==> src/sv/tlb_pkg.sv <==
package tlb_pkg;

	localparam int ENTRIES_DEF    = 16;
	localparam int PAGE_BITS_DEF  = 20;
	localparam int FRAME_BITS_DEF = 16;
	localparam int STAMP_BITS_DEF = 32;

	localparam int CMD_BITS  = 3;
	localparam int CAP_BITS  = 5;
	localparam int USED_BITS = 5;
	localparam int CNT_BITS  = 32;

	localparam logic [CAP_BITS-1:0] CAP_RESET = 5'd16;

	typedef enum logic [CMD_BITS-1:0] {
		CMD_LOOKUP      = 3'd0,
		CMD_INSERT      = 3'd1,
		CMD_INVALIDATE  = 3'd2,
		CMD_CLEAR       = 3'd3,
		CMD_STATS_RESET = 3'd4
	} cmd_t;

	typedef enum logic [1:0] {
		ST_IDLE,
		ST_ACT,
		ST_SCAN,
		ST_EVICT
	} state_t;

	typedef enum logic [2:0] {
		CELL_HOLD,
		CELL_TOUCH,
		CELL_UPDATE,
		CELL_REMOVE_HIT,
		CELL_LOAD,
		CELL_EVICT_LOAD
	} cell_op_t;

	typedef struct packed {
		cell_op_t op;
		logic     capture;
	} cell_ctl_t;

endpackage

==> src/sv/tlb_req_if.sv <==
interface tlb_req_if #(
	parameter int PAGE_BITS  = tlb_pkg::PAGE_BITS_DEF,
	parameter int FRAME_BITS = tlb_pkg::FRAME_BITS_DEF
);
	logic                          valid;
	logic                          ready;
	logic [tlb_pkg::CMD_BITS-1:0]  command;
	logic [PAGE_BITS-1:0]          page;
	logic [FRAME_BITS-1:0]         frame;

	modport source (output valid, output command, output page, output frame, input ready);
	modport sink (input valid, input command, input page, input frame, output ready);
endinterface

==> src/sv/tlb_rsp_if.sv <==
interface tlb_rsp_if #(
	parameter int FRAME_BITS = tlb_pkg::FRAME_BITS_DEF
);
	logic                          valid;
	logic                          ready;
	logic                          hit;
	logic [FRAME_BITS-1:0]         found_frame;
	logic [tlb_pkg::CNT_BITS-1:0]  hit_count;
	logic [tlb_pkg::CNT_BITS-1:0]  miss_count;
	logic [tlb_pkg::USED_BITS-1:0] used_entries;

	modport source (output valid, output hit, output found_frame, output hit_count,
		output miss_count, output used_entries, input ready);
	modport sink (input valid, input hit, input found_frame, input hit_count,
		input miss_count, input used_entries, output ready);
endinterface

==> src/sv/tlb_lru_translate_unit.sv <==
// Fully associative translation buffer with least-recently-used replacement, built as a
// row of ENTRIES cells, one entry per cell. A command word is taken when the unit is idle
// and its result word follows in the output register. Lookup, insert of a present page,
// insert into a table with room, invalidate, clear and statistics reset first compare the
// page in every cell and then act. An insert that must evict also scans the row first,
// because the smallest stamp travels one cell per clock along the row
// before the victim is known. The next word is taken while a result still waits; if that
// result has not been taken when the next one is ready, the unit holds until it is.
module tlb_lru_translate_unit #(
	parameter int ENTRIES    = tlb_pkg::ENTRIES_DEF,
	parameter int PAGE_BITS  = tlb_pkg::PAGE_BITS_DEF,
	parameter int FRAME_BITS = tlb_pkg::FRAME_BITS_DEF,
	parameter int STAMP_BITS = tlb_pkg::STAMP_BITS_DEF
) (
	input  logic                          clk,
	input  logic                          arst_n,
	input  logic                          cfg_we,
	input  logic [tlb_pkg::CAP_BITS-1:0]  cfg_wdata,
	tlb_req_if.sink                       req,
	tlb_rsp_if.source                     rsp
);
	localparam int CW = $clog2(ENTRIES + 1);
	localparam int IW = $clog2(ENTRIES);

	tlb_pkg::state_t                state_q, state_n;
	logic [tlb_pkg::CMD_BITS-1:0]   cmd_q;
	logic [PAGE_BITS-1:0]           page_q;
	logic [FRAME_BITS-1:0]          frame_q;
	logic [tlb_pkg::CAP_BITS-1:0]   cap_q;
	logic [CW-1:0]                  count_q, count_n;
	logic [STAMP_BITS-1:0]          use_q, use_n;
	logic [tlb_pkg::CNT_BITS-1:0]   hit_cnt_q, hit_cnt_n;
	logic [tlb_pkg::CNT_BITS-1:0]   miss_cnt_q, miss_cnt_n;
	logic [IW-1:0]                  scan_q;

	logic                           rsp_valid_q;
	logic                           rsp_hit_q;
	logic [FRAME_BITS-1:0]          rsp_frame_q;
	logic [tlb_pkg::CNT_BITS-1:0]   rsp_hit_cnt_q;
	logic [tlb_pkg::CNT_BITS-1:0]   rsp_miss_cnt_q;
	logic [tlb_pkg::USED_BITS-1:0]  rsp_used_q;

	tlb_pkg::cell_ctl_t             ctl;
	logic                           emit;
	logic                           out_free;
	logic                           accept;
	logic [CW-1:0]                  eff_cap;
	logic                           full;
	logic                           hit_any;
	logic                           is_lookup;
	logic                           needs_evict;
	logic [FRAME_BITS-1:0]          found;
	logic [STAMP_BITS-1:0]          new_stamp;
	logic [IW-1:0]                  load_idx;
	logic [IW-1:0]                  victim;

	logic [PAGE_BITS-1:0]           page_w   [ENTRIES];
	logic [FRAME_BITS-1:0]          frame_w  [ENTRIES];
	logic [STAMP_BITS-1:0]          stamp_w  [ENTRIES];
	logic [PAGE_BITS-1:0]           npage_w  [ENTRIES];
	logic [FRAME_BITS-1:0]          nframe_w [ENTRIES];
	logic [STAMP_BITS-1:0]          nstamp_w [ENTRIES];
	logic                           seen_w   [ENTRIES+1];
	logic                           first_w  [ENTRIES];
	logic                           mval_w   [ENTRIES+1];
	logic [STAMP_BITS-1:0]          mstamp_w [ENTRIES+1];
	logic [IW-1:0]                  midx_w   [ENTRIES+1];

	assign seen_w[0]   = 1'b0;
	assign mval_w[0]   = 1'b0;
	assign mstamp_w[0] = '0;
	assign midx_w[0]   = '0;

	for (genvar i = 0; i < ENTRIES; i++) begin : g_cell
		if (i + 1 < ENTRIES) begin : g_next
			assign npage_w[i]  = page_w[i+1];
			assign nframe_w[i] = frame_w[i+1];
			assign nstamp_w[i] = stamp_w[i+1];
		end else begin : g_last
			assign npage_w[i]  = '0;
			assign nframe_w[i] = '0;
			assign nstamp_w[i] = '0;
		end

		tlb_cell #(
			.INDEX      (i),
			.ENTRIES    (ENTRIES),
			.PAGE_BITS  (PAGE_BITS),
			.FRAME_BITS (FRAME_BITS),
			.STAMP_BITS (STAMP_BITS)
		) u_cell (
			.clk          (clk),
			.ctl          (ctl),
			.count        (count_q),
			.lookup_page  (req.page),
			.new_page     (page_q),
			.new_frame    (frame_q),
			.new_stamp    (new_stamp),
			.load_idx     (load_idx),
			.evict_idx    (victim),
			.next_page    (npage_w[i]),
			.next_frame   (nframe_w[i]),
			.next_stamp   (nstamp_w[i]),
			.page         (page_w[i]),
			.frame        (frame_w[i]),
			.stamp        (stamp_w[i]),
			.seen_in      (seen_w[i]),
			.seen_out     (seen_w[i+1]),
			.first        (first_w[i]),
			.min_valid_in (mval_w[i]),
			.min_stamp_in (mstamp_w[i]),
			.min_idx_in   (midx_w[i]),
			.min_valid    (mval_w[i+1]),
			.min_stamp    (mstamp_w[i+1]),
			.min_idx      (midx_w[i+1])
		);
	end

	assign hit_any = seen_w[ENTRIES];
	assign victim  = midx_w[ENTRIES];

	always_comb begin
		found = '0;
		for (int i = 0; i < ENTRIES; i++) begin
			found = found | (first_w[i] ? frame_w[i] : '0);
		end
	end

	// A capacity of zero behaves as one, and anything above the row length as the full row.
	always_comb begin
		if (cap_q == '0) begin
			eff_cap = CW'(1);
		end else if (int'(cap_q) > ENTRIES) begin
			eff_cap = CW'(ENTRIES);
		end else begin
			eff_cap = CW'(cap_q);
		end
	end

	assign full        = count_q >= eff_cap;
	assign is_lookup   = cmd_q == tlb_pkg::CMD_LOOKUP;
	assign needs_evict = (cmd_q == tlb_pkg::CMD_INSERT) && !hit_any && full;
	assign out_free    = !rsp_valid_q || rsp.ready;
	assign accept      = req.valid && (state_q == tlb_pkg::ST_IDLE);
	assign new_stamp   = is_lookup ? use_q + 1'b1 : use_q;
	assign load_idx    = (state_q == tlb_pkg::ST_EVICT) ? IW'(count_q - 1'b1) : IW'(count_q);

	always_comb begin
		state_n = state_q;
		unique case (state_q)
			tlb_pkg::ST_IDLE: begin
				if (accept) begin
					state_n = tlb_pkg::ST_ACT;
				end
			end
			tlb_pkg::ST_ACT: begin
				if (needs_evict) begin
					state_n = tlb_pkg::ST_SCAN;
				end else if (out_free) begin
					state_n = tlb_pkg::ST_IDLE;
				end
			end
			tlb_pkg::ST_SCAN: begin
				if (scan_q == IW'(ENTRIES - 1)) begin
					state_n = tlb_pkg::ST_EVICT;
				end
			end
			tlb_pkg::ST_EVICT: begin
				if (out_free) begin
					state_n = tlb_pkg::ST_IDLE;
				end
			end
			default: state_n = tlb_pkg::ST_IDLE;
		endcase
	end

	always_comb begin
		req.ready   = 1'b0;
		ctl.capture = accept;
		ctl.op      = tlb_pkg::CELL_HOLD;
		emit        = 1'b0;
		unique case (state_q)
			tlb_pkg::ST_IDLE: begin
				req.ready = 1'b1;
			end
			tlb_pkg::ST_ACT: begin
				if (out_free && !needs_evict) begin
					emit = 1'b1;
					case (cmd_q)
						tlb_pkg::CMD_LOOKUP: begin
							ctl.op = hit_any ? tlb_pkg::CELL_TOUCH : tlb_pkg::CELL_HOLD;
						end
						tlb_pkg::CMD_INSERT: begin
							ctl.op = hit_any ? tlb_pkg::CELL_UPDATE : tlb_pkg::CELL_LOAD;
						end
						tlb_pkg::CMD_INVALIDATE: begin
							ctl.op = hit_any ? tlb_pkg::CELL_REMOVE_HIT : tlb_pkg::CELL_HOLD;
						end
						default: ctl.op = tlb_pkg::CELL_HOLD;
					endcase
				end
			end
			tlb_pkg::ST_EVICT: begin
				if (out_free) begin
					emit   = 1'b1;
					ctl.op = tlb_pkg::CELL_EVICT_LOAD;
				end
			end
			default: begin
			end
		endcase
	end

	always_comb begin
		count_n    = count_q;
		use_n      = use_q;
		hit_cnt_n  = hit_cnt_q;
		miss_cnt_n = miss_cnt_q;
		case (cmd_q)
			tlb_pkg::CMD_LOOKUP: begin
				use_n = use_q + 1'b1;
				if (hit_any) begin
					hit_cnt_n = hit_cnt_q + 1'b1;
				end else begin
					miss_cnt_n = miss_cnt_q + 1'b1;
				end
			end
			tlb_pkg::CMD_INSERT: begin
				// An eviction frees one place and the append fills it again.
				if (state_q == tlb_pkg::ST_ACT && !hit_any) begin
					count_n = count_q + 1'b1;
				end
			end
			tlb_pkg::CMD_INVALIDATE: begin
				if (hit_any) begin
					count_n = count_q - 1'b1;
				end
			end
			tlb_pkg::CMD_CLEAR: begin
				count_n = '0;
			end
			tlb_pkg::CMD_STATS_RESET: begin
				use_n      = '0;
				hit_cnt_n  = '0;
				miss_cnt_n = '0;
			end
			default: begin
			end
		endcase
	end

	always_ff @(posedge clk or negedge arst_n) begin
		if (!arst_n) begin
			state_q     <= tlb_pkg::ST_IDLE;
			cap_q       <= tlb_pkg::CAP_RESET;
			count_q     <= '0;
			use_q       <= '0;
			hit_cnt_q   <= '0;
			miss_cnt_q  <= '0;
			scan_q      <= '0;
			rsp_valid_q <= 1'b0;
		end else begin
			state_q <= state_n;
			if (cfg_we) begin
				cap_q <= cfg_wdata;
			end
			if (state_q == tlb_pkg::ST_SCAN) begin
				scan_q <= scan_q + 1'b1;
			end else begin
				scan_q <= '0;
			end
			if (emit) begin
				count_q     <= count_n;
				use_q       <= use_n;
				hit_cnt_q   <= hit_cnt_n;
				miss_cnt_q  <= miss_cnt_n;
				rsp_valid_q <= 1'b1;
			end else if (rsp.ready) begin
				rsp_valid_q <= 1'b0;
			end
		end
	end

	always_ff @(posedge clk) begin
		if (accept) begin
			cmd_q   <= req.command;
			page_q  <= req.page;
			frame_q <= req.frame;
		end
		if (emit) begin
			rsp_hit_q      <= is_lookup && hit_any;
			rsp_frame_q    <= (is_lookup && hit_any) ? found : '0;
			rsp_hit_cnt_q  <= hit_cnt_n;
			rsp_miss_cnt_q <= miss_cnt_n;
			rsp_used_q     <= tlb_pkg::USED_BITS'(count_n);
		end
	end

	assign rsp.valid        = rsp_valid_q;
	assign rsp.hit          = rsp_hit_q;
	assign rsp.found_frame  = rsp_frame_q;
	assign rsp.hit_count    = rsp_hit_cnt_q;
	assign rsp.miss_count   = rsp_miss_cnt_q;
	assign rsp.used_entries = rsp_used_q;

`ifndef SYNTHESIS
	a_accept_to_act: assert property (@(posedge clk) disable iff (!arst_n)
		accept |=> state_q == tlb_pkg::ST_ACT)
		else $error("accepted word did not move the unit to its action cycle");

	a_evict_only_insert: assert property (@(posedge clk) disable iff (!arst_n)
		(state_q == tlb_pkg::ST_SCAN || state_q == tlb_pkg::ST_EVICT) |->
			cmd_q == tlb_pkg::CMD_INSERT)
		else $error("eviction scan running for a command other than insert");

	a_victim_live: assert property (@(posedge clk) disable iff (!arst_n)
		state_q == tlb_pkg::ST_EVICT |-> mval_w[ENTRIES] && CW'(victim) < count_q)
		else $error("eviction victim lies outside the filled part of the row");

	a_fill_bound: assert property (@(posedge clk) disable iff (!arst_n)
		int'(count_q) <= ENTRIES)
		else $error("entry count beyond the row length");
`endif
endmodule

==> src/sv/tlb_cell.sv <==
module tlb_cell #(
	parameter int INDEX      = 0,
	parameter int ENTRIES    = tlb_pkg::ENTRIES_DEF,
	parameter int PAGE_BITS  = tlb_pkg::PAGE_BITS_DEF,
	parameter int FRAME_BITS = tlb_pkg::FRAME_BITS_DEF,
	parameter int STAMP_BITS = tlb_pkg::STAMP_BITS_DEF
) (
	input  logic                               clk,
	input  tlb_pkg::cell_ctl_t                 ctl,
	input  logic [$clog2(ENTRIES+1)-1:0]       count,
	input  logic [PAGE_BITS-1:0]               lookup_page,
	input  logic [PAGE_BITS-1:0]               new_page,
	input  logic [FRAME_BITS-1:0]              new_frame,
	input  logic [STAMP_BITS-1:0]              new_stamp,
	input  logic [$clog2(ENTRIES)-1:0]         load_idx,
	input  logic [$clog2(ENTRIES)-1:0]         evict_idx,
	input  logic [PAGE_BITS-1:0]               next_page,
	input  logic [FRAME_BITS-1:0]              next_frame,
	input  logic [STAMP_BITS-1:0]              next_stamp,
	output logic [PAGE_BITS-1:0]               page,
	output logic [FRAME_BITS-1:0]              frame,
	output logic [STAMP_BITS-1:0]              stamp,
	input  logic                               seen_in,
	output logic                               seen_out,
	output logic                               first,
	input  logic                               min_valid_in,
	input  logic [STAMP_BITS-1:0]              min_stamp_in,
	input  logic [$clog2(ENTRIES)-1:0]         min_idx_in,
	output logic                               min_valid,
	output logic [STAMP_BITS-1:0]              min_stamp,
	output logic [$clog2(ENTRIES)-1:0]         min_idx
);
	localparam int CW = $clog2(ENTRIES + 1);
	localparam int IW = $clog2(ENTRIES);

	logic [PAGE_BITS-1:0]  page_q;
	logic [FRAME_BITS-1:0] frame_q;
	logic [STAMP_BITS-1:0] stamp_q;
	logic                  match_q;
	logic                  min_valid_q;
	logic [STAMP_BITS-1:0] min_stamp_q;
	logic [IW-1:0]         min_idx_q;

	logic live;
	logic has_next;
	logic hit_here;
	logic is_load;
	logic from_evict;
	logic take_min;

	assign live       = count > CW'(INDEX);
	assign has_next   = int'(count) > INDEX + 1;
	assign hit_here   = match_q & live;
	assign seen_out   = seen_in | hit_here;
	assign first      = hit_here & ~seen_in;
	assign is_load    = load_idx == IW'(INDEX);
	assign from_evict = IW'(INDEX) >= evict_idx;
	// Strictly smaller only, so the earliest entry keeps a tie.
	assign take_min   = live & (~min_valid_in | (stamp_q < min_stamp_in));

	assign page  = page_q;
	assign frame = frame_q;
	assign stamp = stamp_q;

	always_ff @(posedge clk) begin
		if (ctl.capture) begin
			match_q <= page_q == lookup_page;
		end
		unique case (ctl.op)
			tlb_pkg::CELL_TOUCH: begin
				if (first) begin
					stamp_q <= new_stamp;
				end
			end
			tlb_pkg::CELL_UPDATE: begin
				if (first) begin
					frame_q <= new_frame;
					stamp_q <= new_stamp;
				end
			end
			tlb_pkg::CELL_REMOVE_HIT: begin
				if (seen_out && has_next) begin
					page_q  <= next_page;
					frame_q <= next_frame;
					stamp_q <= next_stamp;
				end
			end
			tlb_pkg::CELL_LOAD: begin
				if (is_load) begin
					page_q  <= new_page;
					frame_q <= new_frame;
					stamp_q <= new_stamp;
				end
			end
			tlb_pkg::CELL_EVICT_LOAD: begin
				if (is_load) begin
					page_q  <= new_page;
					frame_q <= new_frame;
					stamp_q <= new_stamp;
				end else if (from_evict && has_next) begin
					page_q  <= next_page;
					frame_q <= next_frame;
					stamp_q <= next_stamp;
				end
			end
			default: begin
			end
		endcase
	end

	// The running minimum moves one cell along the row on every clock.
	always_ff @(posedge clk) begin
		if (take_min) begin
			min_valid_q <= 1'b1;
			min_stamp_q <= stamp_q;
			min_idx_q   <= IW'(INDEX);
		end else begin
			min_valid_q <= min_valid_in;
			min_stamp_q <= min_stamp_in;
			min_idx_q   <= min_idx_in;
		end
	end

	assign min_valid = min_valid_q;
	assign min_stamp = min_stamp_q;
	assign min_idx   = min_idx_q;
endmodule

==> src/flat_wrapper.sv <==
// flat-port wrapper written by rule: the top's interface ports become plain ports
module tlb_lru_translate_unit_flat 
#(
	parameter int ENTRIES    = tlb_pkg::ENTRIES_DEF,
	parameter int PAGE_BITS  = tlb_pkg::PAGE_BITS_DEF,
	parameter int FRAME_BITS = tlb_pkg::FRAME_BITS_DEF,
	parameter int STAMP_BITS = tlb_pkg::STAMP_BITS_DEF
)
  (clk, arst_n, cfg_we, cfg_wdata, req_valid, req_command, req_page, req_frame, req_ready, rsp_valid, rsp_hit, rsp_found_frame, rsp_hit_count, rsp_miss_count, rsp_used_entries, rsp_ready);
  tlb_req_if #(.PAGE_BITS(PAGE_BITS), .FRAME_BITS(FRAME_BITS)) req_i ();
  tlb_rsp_if #(.FRAME_BITS(FRAME_BITS)) rsp_i ();
  input  logic clk;
  input  logic arst_n;
  input  logic cfg_we;
  input  logic [tlb_pkg::CAP_BITS-1:0] cfg_wdata;
  input wire logic [$bits(req_i.valid)-1:0] req_valid;
  input wire logic [$bits(req_i.command)-1:0] req_command;
  input wire logic [$bits(req_i.page)-1:0] req_page;
  input wire logic [$bits(req_i.frame)-1:0] req_frame;
  output wire logic [$bits(req_i.ready)-1:0] req_ready;
  output wire logic [$bits(rsp_i.valid)-1:0] rsp_valid;
  output wire logic [$bits(rsp_i.hit)-1:0] rsp_hit;
  output wire logic [$bits(rsp_i.found_frame)-1:0] rsp_found_frame;
  output wire logic [$bits(rsp_i.hit_count)-1:0] rsp_hit_count;
  output wire logic [$bits(rsp_i.miss_count)-1:0] rsp_miss_count;
  output wire logic [$bits(rsp_i.used_entries)-1:0] rsp_used_entries;
  input wire logic [$bits(rsp_i.ready)-1:0] rsp_ready;
  assign req_i.valid = req_valid;
  assign req_i.command = req_command;
  assign req_i.page = req_page;
  assign req_i.frame = req_frame;
  assign req_ready = req_i.ready;
  assign rsp_valid = rsp_i.valid;
  assign rsp_hit = rsp_i.hit;
  assign rsp_found_frame = rsp_i.found_frame;
  assign rsp_hit_count = rsp_i.hit_count;
  assign rsp_miss_count = rsp_i.miss_count;
  assign rsp_used_entries = rsp_i.used_entries;
  assign rsp_i.ready = rsp_ready;
  tlb_lru_translate_unit #(.ENTRIES(ENTRIES), .PAGE_BITS(PAGE_BITS), .FRAME_BITS(FRAME_BITS), .STAMP_BITS(STAMP_BITS)) u_core (.clk(clk), .arst_n(arst_n), .cfg_we(cfg_we), .cfg_wdata(cfg_wdata), .req(req_i), .rsp(rsp_i));
endmodule
==> config.mk <==
export PLATFORM = sky130hd
export DESIGN_NAME = tlb_lru_translate_unit_flat
export DESIGN_NICKNAME = d
export VERILOG_FILES = /design/src/sv/tlb_pkg.sv /design/src/sv/tlb_req_if.sv /design/src/sv/tlb_rsp_if.sv /design/src/sv/tlb_lru_translate_unit.sv /design/src/sv/tlb_cell.sv /design/src/flat_wrapper.sv
export SDC_FILE = /design/constraint.sdc
export NUM_CORES = 2
export LEC_CHECK = 0
export BUFFER_PORTS_ARGS = -buffer_cell sky130_fd_sc_hd__clkbuf_2
export CAP_MARGIN = 20
export CORE_MARGIN = 2
export CORE_UTILIZATION = 61
export DETAILED_ROUTE_END_ITERATION = 10
export GPL_ROUTABILITY_DRIVEN = 0
export HOLD_SLACK_MARGIN = 0.03
export PLACE_DENSITY = 0.74
export SYNTH_ARGS = -nofsm -noshare
export SYNTH_HDL_FRONTEND = slang
export SYNTH_SLANG_ARGS = --single-unit
export TNS_END_PERCENT = 10
==> constraint.sdc <==
create_clock -name clk -period 11.5 [get_ports clk]
set_input_delay 1.725 -clock clk [delete_from_list [all_inputs] [get_ports clk]]
set_output_delay 1.725 -clock clk [all_outputs]
set_load 0.1 [all_outputs]
Yosys cells after proc, flatten, opt, wreduce, memory -nomap -nowiden
Index checks and enable logic that the tools add are counted.
W data, S select, Z words.
{"block": "word_totals", "latchBits": 0, "mem_count": 0, "mem_bits_ro": 0, "ff_bits": 1897, "word_cells": 880, "mem_bits_rw": 0}
{"block": "op_classes", "n_reduce_logical": 102, "n_eq_ne": 126, "div_mod_pow": 0, "n_lt_le_gt_ge": 65, "shifts": 0, "add_sub_neg": 6, "mux": 335, "n_bitwise": 121, "n_mul": 0}
{"op": "$mux W32", "n": 97}
{"op": "$pmux W32 S4", "n": 16}
{"op": "$mux W16", "n": 96}
{"op": "$mux W20", "n": 64}
{"op": "$pmux W16 S4", "n": 16}
{"op": "$pmux W20 S3", "n": 16}
{"op": "$lt A32 B32 Y1", "n": 15}
{"op": "$eq A20 B20 Y1", "n": 16}
{"op": "$or A16 B16 Y16", "n": 15}
{"op": "$pmux W32 S2", "n": 3}
{"op": "$reduce_and A5 Y1", "n": 32}
{"op": "$add A32 B1 Y32 const B", "n": 3}
{"op": "$ne A2 B2 Y1 const B", "n": 48}
{"op": "$gt A5 B4 Y1 const B", "n": 16}
{"op": "$reduce_and A4 Y1", "n": 16}
{"op": "$ne A3 B3 Y1 const B", "n": 16}
{"op": "$and A1 B1 Y1", "n": 46}
{"op": "$gt A5 B3 Y1 const B", "n": 8}
{"op": "$logic_and A1 B1 Y1", "n": 38}
{"op": "$eq A4 B4 Y1 const B", "n": 9}
{"op": "$ne A2 B1 Y1 const B", "n": 18}
{"op": "$ge A4 B4 Y1 const A", "n": 8}
{"op": "$not A1 Y1", "n": 30}
{"op": "$or A1 B1 Y1", "n": 30}
{"op": "other kinds (39)", "n": 83}

Longest topological paths before layout
{"block": "depth", "ltp_word": 28, "mapped_depth": 18}

Modules after synthesis
Synthesis repeated with hierarchy kept, for this count alone.
{"block": "hier_totals", "hier_cells": 7707, "hier_area_um2": 97474.7}
{"mod": "tlb_lru_translate_unit", "cells_per_inst": 1333, "instances": 1, "area_each_um2": 12996.2}
{"mod": "tlb_cell at u_core.g_cell[10].u_cell", "cells_per_inst": 507, "instances": 1, "area_each_um2": 5836.8}
{"mod": "tlb_cell at u_core.g_cell[7].u_cell", "cells_per_inst": 393, "instances": 1, "area_each_um2": 5335.1}
{"mod": "tlb_cell at u_core.g_cell[8].u_cell", "cells_per_inst": 395, "instances": 1, "area_each_um2": 5335.1}
{"mod": "tlb_cell at u_core.g_cell[13].u_cell", "cells_per_inst": 388, "instances": 1, "area_each_um2": 5312.6}
{"mod": "tlb_cell at u_core.g_cell[1].u_cell", "cells_per_inst": 389, "instances": 1, "area_each_um2": 5312.6}
{"mod": "tlb_cell at u_core.g_cell[9].u_cell", "cells_per_inst": 396, "instances": 1, "area_each_um2": 5292.6}
{"mod": "tlb_cell at u_core.g_cell[11].u_cell", "cells_per_inst": 392, "instances": 1, "area_each_um2": 5280.1}
{"mod": "tlb_cell at u_core.g_cell[3].u_cell", "cells_per_inst": 390, "instances": 1, "area_each_um2": 5276.3}
{"mod": "tlb_cell at u_core.g_cell[0].u_cell", "cells_per_inst": 387, "instances": 1, "area_each_um2": 5202.5}
{"mod": "tlb_cell at u_core.g_cell[4].u_cell", "cells_per_inst": 393, "instances": 1, "area_each_um2": 5192.5}
{"mod": "tlb_cell at u_core.g_cell[15].u_cell", "cells_per_inst": 388, "instances": 1, "area_each_um2": 5191.2}
{"mod": "tlb_cell at u_core.g_cell[12].u_cell", "cells_per_inst": 394, "instances": 1, "area_each_um2": 5188.7}
{"mod": "tlb_cell at u_core.g_cell[5].u_cell", "cells_per_inst": 392, "instances": 1, "area_each_um2": 5188.7}
{"mod": "3 more rows"}

Worst setup path before layout
No wires, ideal clock.
{"block": "synth_timing", "path_type": "reg-to-reg", "from": "reg u_core.count_q[1]", "to": "reg u_core.g_cell[2].u_cell.stamp_q[0] (enable)", "arrival_ps": 8477, "path_stages_with_launch": 16, "period_less_slack_ps": 9072, "slack_ps": 2428, "n_path_buf": 6, "path_cell_list": "dfrtp_1 clkbuf_1 buf_1 inv_1 ha_1 or4b_4 and2_1 clkbuf_1 a2111o_1 buf_2 or4_4 buf_2 nand3_1 buf_2 a22oi_1 a2111oi_0"}
{"block": "synth_via", "elab_chain_len": 28}
{"item": "start, declared", "line_no": "tlb_lru_translate_unit.sv:30", "text": "logic [CW-1:0] count_q, count_n;"}
{"item": "start signal, assigned", "line_no": "tlb_lru_translate_unit.sv:273", "text": "count_q <= count_n;"}
{"item": "$gt A5 B1 Y1", "line_no": "tlb_cell.sv:51", "text": "assign live = count > CW'(INDEX);"}
{"item": "$and A1 B1 Y1", "line_no": "tlb_cell.sv:53", "text": "assign hit_here = match_q & live;"}
{"item": "$or A1 B1 Y1 (15 in series)", "line_no": "tlb_cell.sv:54", "text": "assign seen_out = seen_in | hit_here;"}
{"item": "$logic_not A1 Y1", "line_no": "tlb_lru_translate_unit.sv:142", "text": "assign needs_evict = (cmd_q == tlb_pkg::CMD_INSERT) && !hit_any && full;"}
{"item": "$logic_and A1 B1 Y1 (2 in series)", "line_no": "tlb_lru_translate_unit.sv:142"}
{"item": "$logic_not A1 Y1", "line_no": "tlb_lru_translate_unit.sv:187", "text": "if (out_free && !needs_evict) begin"}
{"item": "$logic_and A1 B1 Y1", "line_no": "tlb_lru_translate_unit.sv:187"}
{"item": "$mux W3", "line_no": "tlb_lru_translate_unit.sv:187"}
{"item": "$pmux W3 S2", "line_no": "tlb_lru_translate_unit.sv:182", "text": "unique case (state_q)"}
{"item": "$eq A3 B2 Y1 or $eq A3 B1 Y1 (tied branches)", "line_no": "tlb_cell.sv:69", "text": "unique case (ctl.op)"}
{"item": "$reduce_or A2 Y1 (no source line)"}
{"item": "$ne A2 B1 Y1 (no source line) or $reduce_bool A4 Y1 (tied branches)"}
{"item": "$reduce_and A5 Y1 (no source line) (*)"}
{"item": "end signal, assigned", "line_no": "tlb_cell.sv:72", "text": "stamp_q <= new_stamp;"}
{"item": "end signal, assigned", "line_no": "tlb_cell.sv:78", "text": "stamp_q <= new_stamp;"}
{"item": "end signal, assigned", "line_no": "tlb_cell.sv:85", "text": "stamp_q <= next_stamp;"}
{"item": "end, declared", "line_no": "tlb_cell.sv:38", "text": "logic [STAMP_BITS-1:0] stamp_q;"}
Mark *: on every way between the ends. The rest lies on a longest branch, timed or not.
A chain may end at the register's enable or synchronous reset.

Worst setup path after layout
{"block": "layout_timing", "from": "reg u_core.count_q[1]", "to": "reg u_core.g_cell[9].u_cell.stamp_q[31] (data pin)"}
{"block": "layout_via", "elab_chain_len": 27}
{"item": "$gt A5 B1 Y1", "line_no": "tlb_cell.sv:51"}
{"item": "$and A1 B1 Y1", "line_no": "tlb_cell.sv:53"}
{"item": "$or A1 B1 Y1 (15 in series)", "line_no": "tlb_cell.sv:54"}
{"item": "$logic_not A1 Y1", "line_no": "tlb_lru_translate_unit.sv:142"}
{"item": "$logic_and A1 B1 Y1 (2 in series)", "line_no": "tlb_lru_translate_unit.sv:142"}
{"item": "$logic_not A1 Y1", "line_no": "tlb_lru_translate_unit.sv:187"}
{"item": "$logic_and A1 B1 Y1", "line_no": "tlb_lru_translate_unit.sv:187"}
{"item": "$mux W3", "line_no": "tlb_lru_translate_unit.sv:187"}
{"item": "$pmux W3 S2", "line_no": "tlb_lru_translate_unit.sv:182"}
{"item": "$eq A3 B2 Y1 or $eq A3 B1 Y1 (tied branches)", "line_no": "tlb_cell.sv:69"}
{"item": "$reduce_or A2 Y1 (no source line)"}
{"item": "$pmux W32 S4 (*)", "line_no": "tlb_cell.sv:69"}
{"item": "end signal, assigned", "line_no": "tlb_cell.sv:72"}
{"item": "end signal, assigned", "line_no": "tlb_cell.sv:78"}
{"item": "end signal, assigned", "line_no": "tlb_cell.sv:85"}
{"item": "end, declared", "line_no": "tlb_cell.sv:38"}
Marks and branches as above.

==> out/summary.md <==
TritonCTS built the clock tree. For this design, the sink count on the clock tree is 1886. Setup violations remaining at the end of the flow were counted as 0. The starting DRC count in detailed routing was 5601.

Setup repair after global routing left no endpoint under its margin. For the worst setup path, the data required time is 12.07 ns. After routing, the total negative slack on setup checks comes to 0 ns. The final critical-path required period is 6.43 ns. Clock-pin slew was measured on the worst setup and hold paths at 0.06 ns.

The number of hold violations in the final report is 0. Sequential elements use 53.7% of the synthesized area. The flow ran to the end, and the final reports show no timing, DRC or antenna violations.

The slowest stage cell on the critical path was o21a_1. The analysis attributes to net switching a power of 9.18 mW. Of the available clock period, the critical path in the final layout requires 55.9%.

The maximum fanout along the worst path is 32, and the horizontal die dimension is 397 µm. Summing the areas of all xor and xnor instances in the mapped netlist gives 3.78% of the synthesized area. The number of CTS-inserted buffers was 193; the power per cell area was 251 nW/µm². The largest vdd supply drop is 0.250 mV, and the post-route DRC violation count is 0. The leakage power was 40.8 nW. Once the clock tree was built, the resizer swapped 0 gates to a different size. The final setup skew was 0.0406 ns. The signal on the critical path passes through inv_1 > ha_1 > o21ba_2 > o21a_1 > a2111o_1 > or4_4 > and3_1 > buf_4 > nor2_8 > nor2_4 > buf_4 > mux2_2. The run gives 0 as the count of nets left with antenna violations after detail routing. The logic gate share of total power was 35.3%; the async set-or-reset flop fraction in the synthesized netlist was 5.99%. The die covers 158000 µm². CTS built an H-tree with a depth of 4. Summing the areas of all and, or, nand and nor instances in the mapped netlist gives 7.15% of the synthesized area. In this run the mean area of a mapped cell was 12.7 µm². The clock network accounts for 24.4% of the total power. The number of cells on the worst hold path is 1, and the switching portion of total power is 35.2%. Dividing the detail-routed via count by the number of cells gives 6.24. Summing the areas of all compound-gate instances in the mapped netlist gives 6.68% of the synthesized area.

The proportion of layout cells with a drive suffix above 1 was 28.8%; the initial antenna violation count was 3. Standard-cell row count: 144. In this run the cell area of the synthesized design comes to 94200 µm². The tools report the final core area utilization as 67.7%.

Setup slack closes at 5.07 ns. For this run, the slowest stage of the critical path takes 0.80 ns. The overall die height works out to 397 µm. The tightest min-delay check is of the register to register type.

The library cell used most frequently in the layout, excluding fill and tap cells, is mux2_2. Data on the critical path arrives at its endpoint at 7.00 ns. The number of max-capacitance violations reported is 0, and the final net count is 7973. The count of hold buffers inserted by post-cts repair was 0; the initial core utilization was 61.3%. For the maximum number of pins on one net before global-route repair, the log shows 104. The maximum buffer depth of the clock tree came out at 3. Counting every instance in the synthesized netlist gives 7392. The core region is 154000 µm².

The setup path with the least slack is of type register to register. The fraction of the mapped netlist area in adder cells came out at 6.36%. Sequential cells burn 40.3% of the power. The area added between synthesis and finish works out to 10.4%.

In this run, synthesis produced a sequential element count of 1886. For this block, the routed nets add up to 242000 µm of wire. 137 I/O pins were placed. Prior to clock tree synthesis, the placed netlist has a worst setup slack of 5.18 ns. Multiplexer share of the synthesized area: 18.2%. The tools report the via count of the first global-routing pass as 60500. The post-CTS repair timing setup buffer count was 0. At the later pin of the worst-skew pair, clock insertion delay measures 0.84 ns. The headroom to the max-slew limit is 22.0%, and the final HPWL from detailed placement is 165000 µm. The library cell used as clock root buffer was clkbuf_16. The most used flip-flop cell after synthesis is edfxtp_1. The logs give 9282 for the count of placed standard cells including taps and 91 for the number of distinct library cells after synthesis. For the remaining global-route overflow, the log shows 0.

The sort of element at the end of the critical path was a register. Across all hold checks on the routed design, the worst slack comes to 0.383 ns. The logs give 0 for the warning count from the yosys run and 16.9 mW for the internal cell power. The tools report the final max-slew violation count as 0. Combinational family with the most area after synthesis: multiplexers.

The routed layout has 60200 vias. In this design, the critical path's most frequently occurring cell is buf_4. The logs give 30.4% for the overall track demand over capacity in global routing and 9659 for the final instance count without filler cells. The first-pass GRT wire length came out at 368000 µm.

When the netlist entered floorplanning its net count stood at 7920. The pre-antenna-repair detailed-routing pass consisted of 7 iterations. In the layout the commonest cells are mux2_2, edfxtp_1, dfxtp_1. The tools report the upper clock frequency limit as 156 MHz.

STA classifies the critical path startpoint as a register. For the pin with the worst max-slew slack, the measured transition is 1.17 ns. Dividing the detail-routed wire length by the instance count gives 25.1 µm.

The total of buffers placed on input and output ports works out to 136. The number of flops mapped to enable cells by yosys is 1229. Measured in cells, the most critical reg-to-reg path has a length of 12.

Fill cells in the final layout number 10900.
==> synthesized netlist by cell type, drive strengths merged (12+ instances only) <==
master	number	area share, %
a31o	18	0.17
nor3	98	0.54
dfrtp	112	3.0
o31ai	48	0.38
xnor2	164	1.5
a21oi	224	1.2
and2	132	0.88
a31oi	43	0.29
o21a	17	0.14
nor2b	35	0.23
or3	18	0.12
nand2b	66	0.44
o21ai	228	1.2
mux2	1459	18
ha	479	6.4
o22ai	14	0.12
inv	508	2.0
a22o	19	0.18
nor2	252	1.1
and4	19	0.18
a22oi	39	0.31
nand4	113	0.75
o211ai	17	0.14
nand3	108	0.57
a21o	95	0.76
xor2	243	2.3
buf	135	0.91
nand2	248	0.99
dfxtp	544	12
a211oi	34	0.27
a2111oi	25	0.25
mux2i	12	0.13
or2	21	0.14
nor4	87	0.63
a221o	36	0.38
edfxtp	1229	39
a221oi	17	0.16
clkbuf	278	1.1
and3	57	0.38
==> registers in the layout, summed over array words and instances (netlist names), 32 cells and up <==
name / cells
u_core.g_cell.u_cell.frame: 256
u_core.g_cell.u_cell.min_idx: 49
u_core.g_cell.u_cell.min_stamp: 480
u_core.g_cell.u_cell.page: 320
u_core.g_cell.u_cell.stamp: 512
u_core.hit_cnt_q: 32
u_core.miss_cnt_q: 32
u_core.rsp.hit_count: 32
u_core.rsp.miss_count: 32
u_core.use_q: 32
==> final cells by class <==
cell class                      count  area [µm²]  area share [%]
Antenna cell                        1        2.50         0.00241
Clock buffer                      271        5560            5.35
Clock inverter                     93         871           0.837
Inverter                          508        1910            1.84
Multi-Input combinational cell   4585       40600            39.1
Sequential cell                  1886       50600            48.7
Tap cell                         2044        2560            2.46
Timing Repair Buffer              271        1860            1.79
==> power groups by stage <==
stage	clock network, mW	registers [mW]	logic [mW]
2_1_floorplan	0	10.8	6.16
3_3_place_gp	0	10.6	8.78
3_5_place_dp	0	10.6	9.07
4_1_cts	6.44	10.5	9.17
5_1_grt	6.69	10.6	9.98
6_report	6.36	10.5	9.21
==> per-layer routing <==
layer | track usage, % | up-vias | routed length (µm)
met5 | 0 | - | 0
met4 | 12.3 | 0 | 10000
met3 | 5.14 | 553 | 17300
met2 | 49.2 | 2324 | 114000
met1 | 40.7 | 30200 | 101000
li1 | - | 27200 | -
==> worst paths after layout <==
kind,from,to,slack [ns]
max in group asynchronous,arst_n,u_core.use_q[7]$_DFFE_PN0P_,9.22
hold / removal,u_core.g_cell[10].u_cell.min_idx[3]$_SDFF_PP1_,u_core.g_cell[11].u_cell.min_idx[3]$_SDFF_PP1_,0.38
setup reg to reg,u_core.count_q[1]$_DFFE_PN0P_,u_core.g_cell[9].u_cell.stamp[31]$_DFFE_PP_,5.07
setup / recovery,u_core.count_q[1]$_DFFE_PN0P_,u_core.g_cell[9].u_cell.stamp[31]$_DFFE_PP_,5.07
min in group asynchronous,arst_n,u_core.miss_cnt_q[16]$_DFFE_PN0P_,0.92
hold reg to reg,u_core.g_cell[10].u_cell.min_idx[3]$_SDFF_PP1_,u_core.g_cell[11].u_cell.min_idx[3]$_SDFF_PP1_,0.38
==> logic make-up (layout without fill, tap and decap cells) <==
family | after synthesis | in the layout
fa+ha+maj | 479 | 479
flops | 1886 | 1886
compound gates | 951 | 951
simple gates | 1277 | 1277
mux | 1471 | 1471
buf+inv | 921 | 1143
xor+xnor | 407 | 407
other cells | 0 | 1
==> per-stage QoR <==
stage,area [µm²],power (mW)
final,104000,26.1
after global routing,104000,27.3
after CTS,104000,26.1
after detailed placement,97400,19.7
after global placement,97300,19.3
after floorplan,94200,17.0
==> worst max-delay path: cells and delay by family, from the launching register on <==
kind	cells	cell delay, ns
and+or+nand+nor	4	1.66
DFF	1	0.74
muxes	1	0.41
adders and majority gates	1	0.28
AOI/OAI and AO/OA	3	1.80
buffers and inverters	3	1.24
No activity file was read; power rests on OpenSTA's default activity.
